==> config.mk <==
export PLATFORM = sky130hd
export DESIGN_NAME = json_string_unescape_utf8
export DESIGN_NICKNAME = d
export VERILOG_FILES = /design/src/rtl/jsu_pkg.sv /design/src/rtl/json_string_unescape_utf8.sv /design/src/rtl/jsu_front.sv /design/src/rtl/jsu_fifo.sv /design/src/rtl/jsu_back.sv
export SDC_FILE = /design/constraint.sdc
export NUM_CORES = 1
export LEC_CHECK = 0
export BUFFER_PORTS_ARGS = -buffer_cell sky130_fd_sc_hd__buf_2
export CAP_MARGIN = 20
export CORE_MARGIN = 8
export CORE_UTILIZATION = 55
export DETAILED_ROUTE_END_ITERATION = 10
export PLACE_DENSITY = 0.73
export RECOVER_POWER = 25
export SLEW_MARGIN = 20
export SYNTH_ARGS = -nofsm -noshare
export SYNTH_HDL_FRONTEND = slang
export SYNTH_HIERARCHICAL = 1
export SYNTH_SLANG_ARGS = --single-unit
==> constraint.sdc <==
create_clock -name clk_i -period 5.1 [get_ports clk_i]
set_clock_uncertainty 0.2 [all_clocks]
set_input_delay 1.02 -clock clk_i [delete_from_list [all_inputs] [get_ports clk_i]]
set_output_delay 1.02 -clock clk_i [all_outputs]
set_load 0.01 [all_outputs]
==> src/rtl/jsu_pkg.sv <==
package jsu_pkg;

  localparam int unsigned QDEPTH = 4;
  localparam int unsigned QAW    = $clog2(QDEPTH);

  typedef enum logic [3:0] {
    ST_BYTE       = 4'd0,
    ST_CLOSED     = 4'd1,
    ST_NO_OPEN    = 4'd2,
    ST_UNTERM     = 4'd3,
    ST_CTRL_CHAR  = 4'd4,
    ST_UNTERM_ESC = 4'd5,
    ST_BAD_ESC    = 4'd6,
    ST_TRUNC_U    = 4'd7,
    ST_BAD_HEX    = 4'd8,
    ST_LONE_HIGH  = 4'd9,
    ST_BAD_LOW    = 4'd10,
    ST_LONE_LOW   = 4'd11
  } status_e;

  // One request from the front to the back: an error or closing status,
  // a raw byte, or a code point to be encoded as UTF-8.
  typedef struct packed {
    status_e     status;
    logic        raw;
    logic [20:0] cp;
  } cmd_t;

endpackage

==> src/rtl/json_string_unescape_utf8.sv <==
// A request is written to the queue, then loaded into the back's current register and
// then its output register. Throughput: one input byte per cycle while the queue is not
// full; the encoder sends a code point as one to four UTF-8 bytes, one per ready cycle.
// The four-entry request queue lets input run ahead of a stalled or busy output.
// Reset is asynchronous and active low; it empties the queue and returns to idle.
module json_string_unescape_utf8
  import jsu_pkg::*;
(
  input  logic       clk_i,
  input  logic       rst_ni,
  input  logic       in_valid_i,
  output logic       in_ready_o,
  input  logic [7:0] ch_i,
  input  logic       end_of_text_i,
  output logic       out_valid_o,
  input  logic       out_ready_i,
  output logic [7:0] out_byte_o,
  output logic [3:0] status_o,
  output logic       last_o
);

  logic accept;
  logic push;
  logic full;
  logic pop;
  logic q_valid;
  cmd_t cmd_in;
  cmd_t cmd_head;

  assign in_ready_o = ~full;
  assign accept     = in_valid_i & ~full;

  jsu_front u_front (
    .clk_i         (clk_i),
    .rst_ni        (rst_ni),
    .accept_i      (accept),
    .ch_i          (ch_i),
    .end_of_text_i (end_of_text_i),
    .push_o        (push),
    .cmd_o         (cmd_in)
  );

  jsu_fifo u_fifo (
    .clk_i       (clk_i),
    .rst_ni      (rst_ni),
    .push_i      (push),
    .push_data_i (cmd_in),
    .full_o      (full),
    .pop_i       (pop),
    .valid_o     (q_valid),
    .head_o      (cmd_head)
  );

  jsu_back u_back (
    .clk_i       (clk_i),
    .rst_ni      (rst_ni),
    .cmd_valid_i (q_valid),
    .cmd_i       (cmd_head),
    .pop_o       (pop),
    .out_valid_o (out_valid_o),
    .out_ready_i (out_ready_i),
    .out_byte_o  (out_byte_o),
    .status_o    (status_o),
    .last_o      (last_o)
  );

endmodule

==> src/rtl/jsu_front.sv <==
module jsu_front
  import jsu_pkg::*;
(
  input  logic       clk_i,
  input  logic       rst_ni,
  input  logic       accept_i,
  input  logic [7:0] ch_i,
  input  logic       end_of_text_i,
  output logic       push_o,
  output cmd_t       cmd_o
);

  typedef enum logic [2:0] {
    M_IDLE    = 3'd0,
    M_STR     = 3'd1,
    M_ESC     = 3'd2,
    M_HEX     = 3'd3,
    M_WANT_BS = 3'd4,
    M_WANT_U  = 3'd5,
    M_SKIP    = 3'd6
  } mode_e;

  localparam logic [7:0] CH_QUOTE = 8'h22;
  localparam logic [7:0] CH_BSL   = 8'h5C;
  localparam logic [7:0] CH_SLASH = 8'h2F;
  localparam logic [7:0] CH_U     = 8'h75;

  mode_e       mode_q, mode_d;
  logic [1:0]  count_q, count_d;
  logic [15:0] accum_q, accum_d;
  logic [9:0]  high_q, high_d;
  logic        second_q, second_d;

  logic        hex_ok;
  logic [3:0]  hex_d;
  logic [15:0] hex_acc;
  logic        push;
  cmd_t        cmd;

  always_comb begin
    hex_ok = 1'b1;
    hex_d  = 4'd0;
    priority if (ch_i >= 8'h30 && ch_i <= 8'h39) begin
      hex_d = ch_i[3:0];
    end else if ((ch_i >= 8'h61 && ch_i <= 8'h66) || (ch_i >= 8'h41 && ch_i <= 8'h46)) begin
      hex_d = ch_i[3:0] + 4'd9;
    end else begin
      hex_ok = 1'b0;
    end
  end

  assign hex_acc = {accum_q[11:0], hex_d};

  always_comb begin
    mode_d   = mode_q;
    count_d  = count_q;
    accum_d  = accum_q;
    high_d   = high_q;
    second_d = second_q;
    push     = 1'b0;
    cmd      = '{status: ST_BYTE, raw: 1'b1, cp: {13'd0, ch_i}};

    if (end_of_text_i) begin
      second_d = 1'b0;
      count_d  = 2'd0;
      mode_d   = M_IDLE;
      cmd.cp   = '0;
      unique case (mode_q)
        M_STR: begin
          push       = 1'b1;
          cmd.status = ST_UNTERM;
        end
        M_ESC: begin
          push       = 1'b1;
          cmd.status = ST_UNTERM_ESC;
        end
        M_HEX: begin
          push       = 1'b1;
          cmd.status = ST_TRUNC_U;
        end
        M_WANT_BS, M_WANT_U: begin
          push       = 1'b1;
          cmd.status = ST_LONE_HIGH;
        end
        default: ;
      endcase
    end else begin
      unique case (mode_q)
        M_IDLE: begin
          if (ch_i == CH_QUOTE) begin
            mode_d = M_STR;
          end else begin
            mode_d     = M_SKIP;
            push       = 1'b1;
            cmd.status = ST_NO_OPEN;
            cmd.cp     = '0;
          end
        end
        M_STR: begin
          priority if (ch_i == CH_QUOTE) begin
            mode_d     = M_IDLE;
            push       = 1'b1;
            cmd.status = ST_CLOSED;
            cmd.cp     = '0;
          end else if (ch_i == CH_BSL) begin
            mode_d = M_ESC;
          end else if (ch_i < 8'h20) begin
            mode_d     = M_SKIP;
            push       = 1'b1;
            cmd.status = ST_CTRL_CHAR;
            cmd.cp     = '0;
          end else begin
            push = 1'b1;
          end
        end
        M_ESC: begin
          mode_d = M_STR;
          push   = 1'b1;
          unique case (ch_i)
            CH_QUOTE, CH_BSL, CH_SLASH: ;
            8'h62: cmd.cp = 21'h08;
            8'h66: cmd.cp = 21'h0C;
            8'h6E: cmd.cp = 21'h0A;
            8'h72: cmd.cp = 21'h0D;
            8'h74: cmd.cp = 21'h09;
            CH_U: begin
              push     = 1'b0;
              mode_d   = M_HEX;
              count_d  = 2'd0;
              accum_d  = 16'd0;
              second_d = 1'b0;
            end
            default: begin
              mode_d     = M_SKIP;
              cmd.status = ST_BAD_ESC;
              cmd.cp     = '0;
            end
          endcase
        end
        M_HEX: begin
          if (!hex_ok) begin
            second_d   = 1'b0;
            mode_d     = M_SKIP;
            push       = 1'b1;
            cmd.status = ST_BAD_HEX;
            cmd.cp     = '0;
          end else begin
            accum_d = hex_acc;
            if (count_q == 2'd3) begin
              count_d = 2'd0;
              if (!second_q) begin
                priority if (hex_acc[15:10] == 6'b110110) begin
                  high_d = hex_acc[9:0];
                  mode_d = M_WANT_BS;
                end else if (hex_acc[15:10] == 6'b110111) begin
                  mode_d     = M_SKIP;
                  push       = 1'b1;
                  cmd.status = ST_LONE_LOW;
                  cmd.cp     = '0;
                end else begin
                  mode_d  = M_STR;
                  push    = 1'b1;
                  cmd.raw = 1'b0;
                  cmd.cp  = {5'd0, hex_acc};
                end
              end else begin
                second_d = 1'b0;
                push     = 1'b1;
                if (hex_acc[15:10] != 6'b110111) begin
                  mode_d     = M_SKIP;
                  cmd.status = ST_BAD_LOW;
                  cmd.cp     = '0;
                end else begin
                  mode_d  = M_STR;
                  cmd.raw = 1'b0;
                  cmd.cp  = {({1'b0, high_q} + 11'h040), hex_acc[9:0]};
                end
              end
            end else begin
              count_d = count_q + 2'd1;
            end
          end
        end
        M_WANT_BS: begin
          if (ch_i == CH_BSL) begin
            mode_d = M_WANT_U;
          end else begin
            mode_d     = M_SKIP;
            push       = 1'b1;
            cmd.status = ST_LONE_HIGH;
            cmd.cp     = '0;
          end
        end
        M_WANT_U: begin
          if (ch_i == CH_U) begin
            mode_d   = M_HEX;
            count_d  = 2'd0;
            accum_d  = 16'd0;
            second_d = 1'b1;
          end else begin
            mode_d     = M_SKIP;
            push       = 1'b1;
            cmd.status = ST_LONE_HIGH;
            cmd.cp     = '0;
          end
        end
        default: begin
          if (ch_i == CH_QUOTE) begin
            mode_d = M_STR;
          end
        end
      endcase
    end
  end

  always_ff @(posedge clk_i or negedge rst_ni) begin
    if (!rst_ni) begin
      mode_q   <= M_IDLE;
      count_q  <= 2'd0;
      accum_q  <= 16'd0;
      high_q   <= 10'd0;
      second_q <= 1'b0;
    end else if (accept_i) begin
      mode_q   <= mode_d;
      count_q  <= count_d;
      accum_q  <= accum_d;
      high_q   <= high_d;
      second_q <= second_d;
    end
  end

  assign push_o = accept_i & push;
  assign cmd_o  = cmd;

endmodule

==> src/rtl/jsu_fifo.sv <==
module jsu_fifo
  import jsu_pkg::*;
(
  input  logic clk_i,
  input  logic rst_ni,
  input  logic push_i,
  input  cmd_t push_data_i,
  output logic full_o,
  input  logic pop_i,
  output logic valid_o,
  output cmd_t head_o
);

  cmd_t           mem_q [QDEPTH];
  logic [QAW-1:0] wr_ptr_q, rd_ptr_q;
  logic [QAW:0]   cnt_q;

  assign full_o  = (cnt_q == (QAW+1)'(QDEPTH));
  assign valid_o = (cnt_q != '0);
  assign head_o  = mem_q[rd_ptr_q];

  always_ff @(posedge clk_i) begin
    if (push_i) begin
      mem_q[wr_ptr_q] <= push_data_i;
    end
  end

  always_ff @(posedge clk_i or negedge rst_ni) begin
    if (!rst_ni) begin
      wr_ptr_q <= '0;
      rd_ptr_q <= '0;
      cnt_q    <= '0;
    end else begin
      if (push_i) begin
        wr_ptr_q <= wr_ptr_q + 1'b1;
      end
      if (pop_i) begin
        rd_ptr_q <= rd_ptr_q + 1'b1;
      end
      unique case ({push_i, pop_i})
        2'b10:   cnt_q <= cnt_q + 1'b1;
        2'b01:   cnt_q <= cnt_q - 1'b1;
        default: ;
      endcase
    end
  end

endmodule

==> src/rtl/jsu_back.sv <==
module jsu_back
  import jsu_pkg::*;
(
  input  logic       clk_i,
  input  logic       rst_ni,
  input  logic       cmd_valid_i,
  input  cmd_t       cmd_i,
  output logic       pop_o,
  output logic       out_valid_o,
  input  logic       out_ready_i,
  output logic [7:0] out_byte_o,
  output logic [3:0] status_o,
  output logic       last_o
);

  logic            cur_valid_q;
  cmd_t            cur_q;
  logic [1:0]      idx_q;
  logic            out_valid_q;
  logic [7:0]      out_byte_q;
  logic [3:0]      status_q;
  logic            last_q;

  logic [3:0][7:0] enc;
  logic [1:0]      last_idx;
  logic            load_out;
  logic            cur_done;
  logic            pop;

  always_comb begin
    enc      = '0;
    last_idx = 2'd0;
    priority if (cur_q.status != ST_BYTE) begin
      enc[0] = 8'd0;
    end else if (cur_q.raw) begin
      enc[0] = cur_q.cp[7:0];
    end else if (cur_q.cp[20:7] == '0) begin
      enc[0] = {1'b0, cur_q.cp[6:0]};
    end else if (cur_q.cp[20:11] == '0) begin
      last_idx = 2'd1;
      enc[0]   = {3'b110, cur_q.cp[10:6]};
      enc[1]   = {2'b10, cur_q.cp[5:0]};
    end else if (cur_q.cp[20:16] == '0) begin
      last_idx = 2'd2;
      enc[0]   = {4'b1110, cur_q.cp[15:12]};
      enc[1]   = {2'b10, cur_q.cp[11:6]};
      enc[2]   = {2'b10, cur_q.cp[5:0]};
    end else begin
      last_idx = 2'd3;
      enc[0]   = {5'b11110, cur_q.cp[20:18]};
      enc[1]   = {2'b10, cur_q.cp[17:12]};
      enc[2]   = {2'b10, cur_q.cp[11:6]};
      enc[3]   = {2'b10, cur_q.cp[5:0]};
    end
  end

  assign load_out = cur_valid_q & (~out_valid_q | out_ready_i);
  assign cur_done = load_out & (idx_q == last_idx);
  assign pop      = cmd_valid_i & (~cur_valid_q | cur_done);

  always_ff @(posedge clk_i) begin
    if (pop) begin
      cur_q <= cmd_i;
    end
    if (load_out) begin
      out_byte_q <= enc[idx_q];
      status_q   <= cur_q.status;
      last_q     <= (idx_q == last_idx);
    end
  end

  always_ff @(posedge clk_i or negedge rst_ni) begin
    if (!rst_ni) begin
      cur_valid_q <= 1'b0;
      idx_q       <= 2'd0;
      out_valid_q <= 1'b0;
    end else begin
      if (pop) begin
        cur_valid_q <= 1'b1;
        idx_q       <= 2'd0;
      end else if (cur_done) begin
        cur_valid_q <= 1'b0;
        idx_q       <= 2'd0;
      end else if (load_out) begin
        idx_q <= idx_q + 2'd1;
      end
      if (load_out) begin
        out_valid_q <= 1'b1;
      end else if (out_ready_i) begin
        out_valid_q <= 1'b0;
      end
    end
  end

  assign pop_o       = pop;
  assign out_valid_o = out_valid_q;
  assign out_byte_o  = out_byte_q;
  assign status_o    = status_q;
  assign last_o      = last_q;

endmodule

# Word-level counts from Yosys, hierarchy flattened
# Memories as Yosys holds them, arrays and structs flattened. A register that Yosys moved wholly into a read port is not among the register bits.
# Cells that the tools add are included.
[op_classes] addsub=8 magnitude_cmp=8 eq_ne=30 n_mux=105 bitwise_logic=12 reduce_logical=29
[op_table] cell="21-bit one-hot mux with 6 select lines" count=1
[op_table] cell="21-bit 2-to-1 mux" count=5
[op_table] cell="26-bit 2-to-1 mux" count=3
[op_table] cell="24-bit 2-to-1 mux" count=3
[op_table] cell="8-bit 2-to-1 mux" count=9
[op_table] cell="8-bit by 7-bit == test with 1-bit output (second input constant)" count=7
[op_table] cell="16-bit 2-to-1 mux" count=3
[op_table] cell="8-bit one-hot mux with 6 select lines" count=1
[op_table] cell="3-bit 2-to-1 mux" count=15
[op_table] cell="4-bit 2-to-1 mux" count=10
[op_table] cell="1-bit 2-to-1 mux" count=29
[op_table] cell="2-bit 2-to-1 mux" count=13
[op_table] cell="12-bit 2-to-1 mux" count=2
[op_table] cell="12-bit one-hot mux with 2 select lines" count=1
[op_table] cell="4-bit one-hot mux with 6 select lines" count=1
[op_table] cell="22-bit 2-to-1 mux" count=1
[op_table] cell="3-bit one-hot mux with 6 select lines" count=1
[op_table] cell="8-bit binary-select mux with 2-bit select" count=1
[op_table] cell="8-bit by 6-bit == test with 1-bit output (second input constant)" count=2
[op_table] cell="8-bit by 7-bit greater-or-equal comparator with 1-bit output (second input constant)" count=2
[op_table] cell="8-bit by 7-bit less-or-equal comparator with 1-bit output (second input constant)" count=2
[op_table] cell="4-bit one-hot mux with 4 select lines" count=1
[op_table] cell="14-bit zero test" count=1
[op_table] cell="6-bit == test (second input constant)" count=2
[op_table] cell="other kinds (45)" count=76
[word_totals] regBits=52 mem_bits_rw=104 output_inout_bits=15 n_memories=1
[memory_table] memory="u_fifo.mem_q" depth=4 word_bits=26 read_ports=1 rd_ports_with_merged_regs=1 write_ports=1 line="jsu_fifo.sv:14" text="cmd_t mem_q [QDEPTH];"

# Longest topological paths before layout
[logic_depth] depth_word=12 mapped_depth=15

# Modules after synthesis
# The synthesis kept the hierarchy.
[modules_own_cells] module="jsu_fifo" n_inst=1 cells_per_inst=169 area_each_um2=4192.8 seq_area_each_um2=3298.2
[modules_own_cells] module="jsu_front" n_inst=1 cells_per_inst=329 area_each_um2=2628.8 seq_area_each_um2=700.7
[modules_own_cells] module="jsu_back" n_inst=1 cells_per_inst=171 area_each_um2=2117.0 seq_area_each_um2=1271.2
[modules_own_cells] module="json_string_unescape_utf8" n_inst=1 cells_per_inst=2 area_each_um2=10.0 seq_area_each_um2=0.0

# Least setup slack after synthesis
# OpenSTA, ideal clock, no wires.
[synth_path] path_type="in2reg" from="input port out_ready_i" to="register u_fifo.cnt_q[1]" setup_ns=0.125 t_arrival_ns=4.200 t_required_ns=4.775 setup_slack_ns=0.575 cell_stages=8 path_buffers=0 cell_sequence="nand2b_1 nand2_1 inv_1 nand2_1 o211ai_1 ha_1 fa_1 mux2_2"
[synth_between] elab_chain_len=7 word_cells_on_any_way=9 classes_between="eq/ne (2); mux (1); bitwise (5); reduce/logical (1)"
[synth_rtl] element="from (decl)" line="json_string_unescape_utf8.sv:16" text="input logic out_ready_i,"
[synth_rtl] element="1-bit bitwise OR (*)" line="jsu_back.sv:57" text="assign load_out = cur_valid_q & (~out_valid_q | out_ready_i);"
[synth_rtl] element="1-bit bitwise AND (*)" line="jsu_back.sv:57"
[synth_rtl] element="via u_back.load_out" line="jsu_back.sv:26" text="logic load_out;"
[synth_rtl] element="1-bit bitwise AND (*)" line="jsu_back.sv:58" text="assign cur_done = load_out & (idx_q == last_idx);"
[synth_rtl] element="1-bit bitwise OR (*)" line="jsu_back.sv:59" text="assign pop = cmd_valid_i & (~cur_valid_q | cur_done);"
[synth_rtl] element="1-bit bitwise AND (*)" line="jsu_back.sv:59"
[synth_rtl] element="via pop" line="json_string_unescape_utf8.sv:25" text="logic pop;"
[synth_rtl] element="2-bit by 1-bit == test with 1-bit output or 2-bit == test (tied branches)" line="jsu_fifo.sv:40" text="unique case ({push_i, pop_i})"
[synth_rtl] element="3-bit one-hot mux with 2 select lines or 2-bit nonzero test (tied branches)"
[synth_rtl] element="to (signal assigned)" line="jsu_fifo.sv:41" text="2'b10: cnt_q <= cnt_q + 1'b1;"
[synth_rtl] element="to (signal assigned)" line="jsu_fifo.sv:42" text="2'b01: cnt_q <= cnt_q - 1'b1;"
[synth_rtl] element="to (decl)" line="jsu_fifo.sv:16" text="logic [QAW:0] cnt_q;"
# Mark *: on every way through the listed nets, which the timed path passes. The rest lies on a longest branch.
# A chain may end at the register's enable or synchronous reset.

# Final worst setup path
[layout_path] from="input port ch_i[0]" to="register u_fifo.cnt_q[2]"
[layout_between] elab_chain_len=11 word_cells_on_any_way=27 classes_between="order compare (6); eq/ne (5); mux (10); bitwise (1); reduce/logical (5)"
[layout_rtl] element="from (decl)" line="json_string_unescape_utf8.sv:13" text="input logic [7:0] ch_i,"
[layout_rtl] element="8-bit by 7-bit greater-or-equal comparator with 1-bit output or 8-bit by 7-bit less-or-equal comparator with 1-bit output (tied branches)" line="jsu_front.sv:45" text="end else if ((ch_i >= 8'h61 && ch_i <= 8'h66) || (ch_i >= 8'h41 && ch_i <= 8'h46)) begin"
[layout_rtl] element="1-bit logical AND" line="jsu_front.sv:45"
[layout_rtl] element="1-bit logical OR" line="jsu_front.sv:45"
[layout_rtl] element="1-bit 2-to-1 mux" line="jsu_front.sv:45"
[layout_rtl] element="1-bit 2-to-1 mux" line="jsu_front.sv:43" text="priority if (ch_i >= 8'h30 && ch_i <= 8'h39) begin"
[layout_rtl] element="1-bit 2-to-1 mux" line="jsu_front.sv:141" text="if (!hex_ok) begin"
[layout_rtl] element="1-bit one-hot mux with 5 select lines (*)" line="jsu_front.sv:88" text="unique case (mode_q)"
[layout_rtl] element="1-bit 2-to-1 mux (*)" line="jsu_front.sv:63" text="if (end_of_text_i) begin"
[layout_rtl] element="1-bit bitwise AND (*)" line="jsu_front.sv:232" text="assign push_o = accept_i & push;"
[layout_rtl] element="via push" line="json_string_unescape_utf8.sv:23" text="logic push;"
[layout_rtl] element="2-bit by 1-bit == test with 1-bit output or 2-bit == test (tied branches)" line="jsu_fifo.sv:40"
[layout_rtl] element="3-bit one-hot mux with 2 select lines or 2-bit nonzero test (tied branches)"
# Marks and branches as above.

==> run summary <==
# diodes: 0
final worst path period share: 79.7%
Netlist Area Pre-Place: 0.00895 mm^2
core area: 0.0159 mm^2
remaining antenna violation count: 0
Max Cap Viol: 2
CP endpoint kind: register
Die Area: 0.0206 mm^2
critical setup path kind: in2reg
pwr dens: 506 mW/mm^2
gate count after technology mapping: 671
Setup-failing EPs final: 0
slowest stage delay, CP: 480 ps
vias in the first global route: 5,984
post-CTS setup buffer count: 0
most common cell after layout, fill and taps aside: edfxtp_1
slew of the pin with the lowest slew margin: 2260 ps
flops & latches, synth: 182
Critical Path RT: 5210 ps
CTS tree: yes
Slew Viols, Final: 69
most frequent cells in the layout: 143 x edfxtp_1, 56 x nand2_1, 38 x dfrtp_1
endpoints failing hold: 0
clk sinks: 182
root buf cell: clkbuf_16
routed via count: 5,911
DR WL/cell: 23.1 um
Remaining DRCs: 0
number of nets in the layout: 719
fin cells: 918
Placed Cells: 886
CP startpoint kind: primary input
first-pass GRT wire length: 33.3 mm
Hold WC Path Type: reg2reg
Worst-path clk slew: 70 ps
syn_nets: 701
number of distinct library cells after synthesis: 90
synth-to-layout area growth: 9.82%
drt total wl: 21.2 mm
initial core utilization: 56.3%
io pins: 28
Max transition margin: -50.7%
maximum vdd drop: 206 uV
H-tree depth: 4
Die H: 144 um
port buffer count: 27
Syn Area/Cell: 13.3 um^2
Tmin final: 4060 ps
DP Wirelength: 14.9 mm
share of flip-flops with an asynchronous set or reset: 21.4%
initial antenna violation count: 0
post-CTS sizing: 0
setup_tns: 0 ps
RSZ-0062 raised after global routing: false
EDFF count, synth: 143
die width: 144 um
Main synth FF type: edfxtp_1
num rows: 46
total CTS buffers: 17
largest net degree at the start of global routing: 40
violated checks: max-capacitance violations, max-slew violations
CP Cell Sequence: buf_2 > inv_1 > ha_1 > nor3b_1 > a311oi_4 > nor2_4 > a21oi_1 > a211o_1 > a21oi_1 > buf_4 > inv_1 > ha_1 > fa_1 > xnor2_1 > nor2_1 > xor2_1
Max FO, Critical Path: 10
status: finished, violations left
Yosys Warn Count: 6
GRT Total Usage: 21.5%
hold_buf cts: 0
latest clock arrival within the worst-skew pair: 430 ps
gpl congestion: 0.938
Crit-path slowest cell: fa_1
clock tree buffer depth: 2
Worst EP arrival: 4180 ps
f_max: 0.246 GHz
layout cells sized above 1: 15.2%
sequential fraction of the synthesis area: 58.9%
router iterations before antenna repair: 6
LEAKAGE: 3.45 nW
vias per inst: 6.44
DR iter-0 viols: 521
grt total ovfl: 0
## layer usage
metal,part of all wire (%),GRT usage (%),up-vias
met3,4.5,3.82,48
met4,2.9,8.74,0
met5,0,0,-
met2,51,36.4,200
li1,-,-,2672
met1,42,26.7,2991
## Yosys cell counts (7+ instances only)
| cell type | count | share of area (%) |
|---|---|---|
| a211oi_1 | 7 | 0.59 |
| a21oi_1 | 29 | 1.6 |
| a22o_1 | 9 | 0.88 |
| and2_1 | 9 | 0.63 |
| and3_1 | 9 | 0.63 |
| clkbuf_1 | 20 | 0.84 |
| dfrtp_1 | 39 | 11 |
| edfxtp_1 | 143 | 48 |
| ha_1 | 16 | 2.2 |
| inv_1 | 24 | 1.0 |
| mux2_2 | 8 | 1.0 |
| mux4_1 | 8 | 2.3 |
| mux4_2 | 18 | 4.5 |
| nand2_1 | 56 | 2.3 |
| nand2b_1 | 7 | 0.49 |
| nand3_1 | 17 | 0.95 |
| nor2_1 | 29 | 1.2 |
| nor3_1 | 9 | 0.50 |
| o21ai_0 | 33 | 1.8 |
| or3_1 | 7 | 0.49 |
| xnor2_1 | 7 | 0.69 |
## state kept, by name (all words and copies together), names as in the netlist
register / count
u_back/cur_q: 26
u_back/last_o: 1
u_back/status_o: 4
u_front/high_q: 10
u_back/out_valid_o: 1
u_fifo/cnt_q: 3
u_front/accum_q: 12
u_back/out_byte_o: 8
u_fifo/wr_ptr_q: 2
u_front/second_q: 1
u_fifo/mem_q: 104
u_back/idx_q: 2
u_fifo/rd_ptr_q: 2
u_back/cur_valid_q: 1
u_front/count_q: 2
u_front/mode_q: 3
## kinds of logic after synthesis
group / synth area share, %
and+or+nand+nor: 12.2
DFF: 58.9
AOI/OAI and AO/OA: 13.6
buffers and inverters: 3.26
muxes: 8.45
adders and majority gates: 2.46
xor gates and xnor gates: 1.08
## final timing paths
| check | startpoint | depth (start not counted) | endpoint | slack, ps |
|---|---|---|---|---|
| worst min-delay path | u_back/cur_q[25] | 0 | u_back/status_o[3] | 280 |
| worst max-delay path | ch_i[0] | 16 | u_fifo/cnt_q[2] | 1040 |
| worst min register to register | u_back/cur_q[25] | 0 | u_back/status_o[3] | 280 |
| max in group asynchronous | rst_ni | 1 | u_fifo/rd_ptr_q[1] | 2180 |
| worst max register to register | u_front/mode_q[1] | 13 | u_fifo/cnt_q[2] | 1160 |
| min in group asynchronous | rst_ni | 1 | u_front/count_q[1] | 1050 |
## report_power, final
part	total [W]	switching [W]	internal [W]
sequential	0.00233	0.000302	0.00203
clock	0.00138	0.000575	0.000802
combinational	0.00127	0.000739	0.000529
## worst max-delay path: cells and delay by family
kind / cells / cell delay [ps]
and+or+nand+nor: 3 / 640
adders and majority gates: 3 / 990
AOI/OAI and AO/OA: 4 / 680
xor gates and xnor gates: 2 / 330
buffers and inverters: 4 / 530
## layout make-up
class                   count  area (um^2)
well taps                 216          270
clock inverters            13          189
fillers                  1267         6060
multi-input cells         429         3390
flip-flops and latches    182         5270
clock buffers              19          443
repair buffers             35          176
inverters                  24         90.1
## stage by stage
| step | util [%] | power (W) | hold WS [ps] | setup WS, ps | cell area [um^2] |
|---|---|---|---|---|---|
| after floorplan | - | 0.00323 | 242 | 575 | 8950 |
| after global placement | 58.0 | 0.00358 | 249 | 731 | 9210 |
| after detailed placement | 58.0 | 0.00361 | 260 | 651 | 9210 |
| after CTS | 62.0 | 0.00500 | 275 | 1060 | 9850 |
| after global routing | 61.9 | 0.00519 | 294 | 850 | 9830 |
| final | 61.9 | 0.00497 | 278 | 1040 | 9830 |
Power figures use the tool's default switching activity.
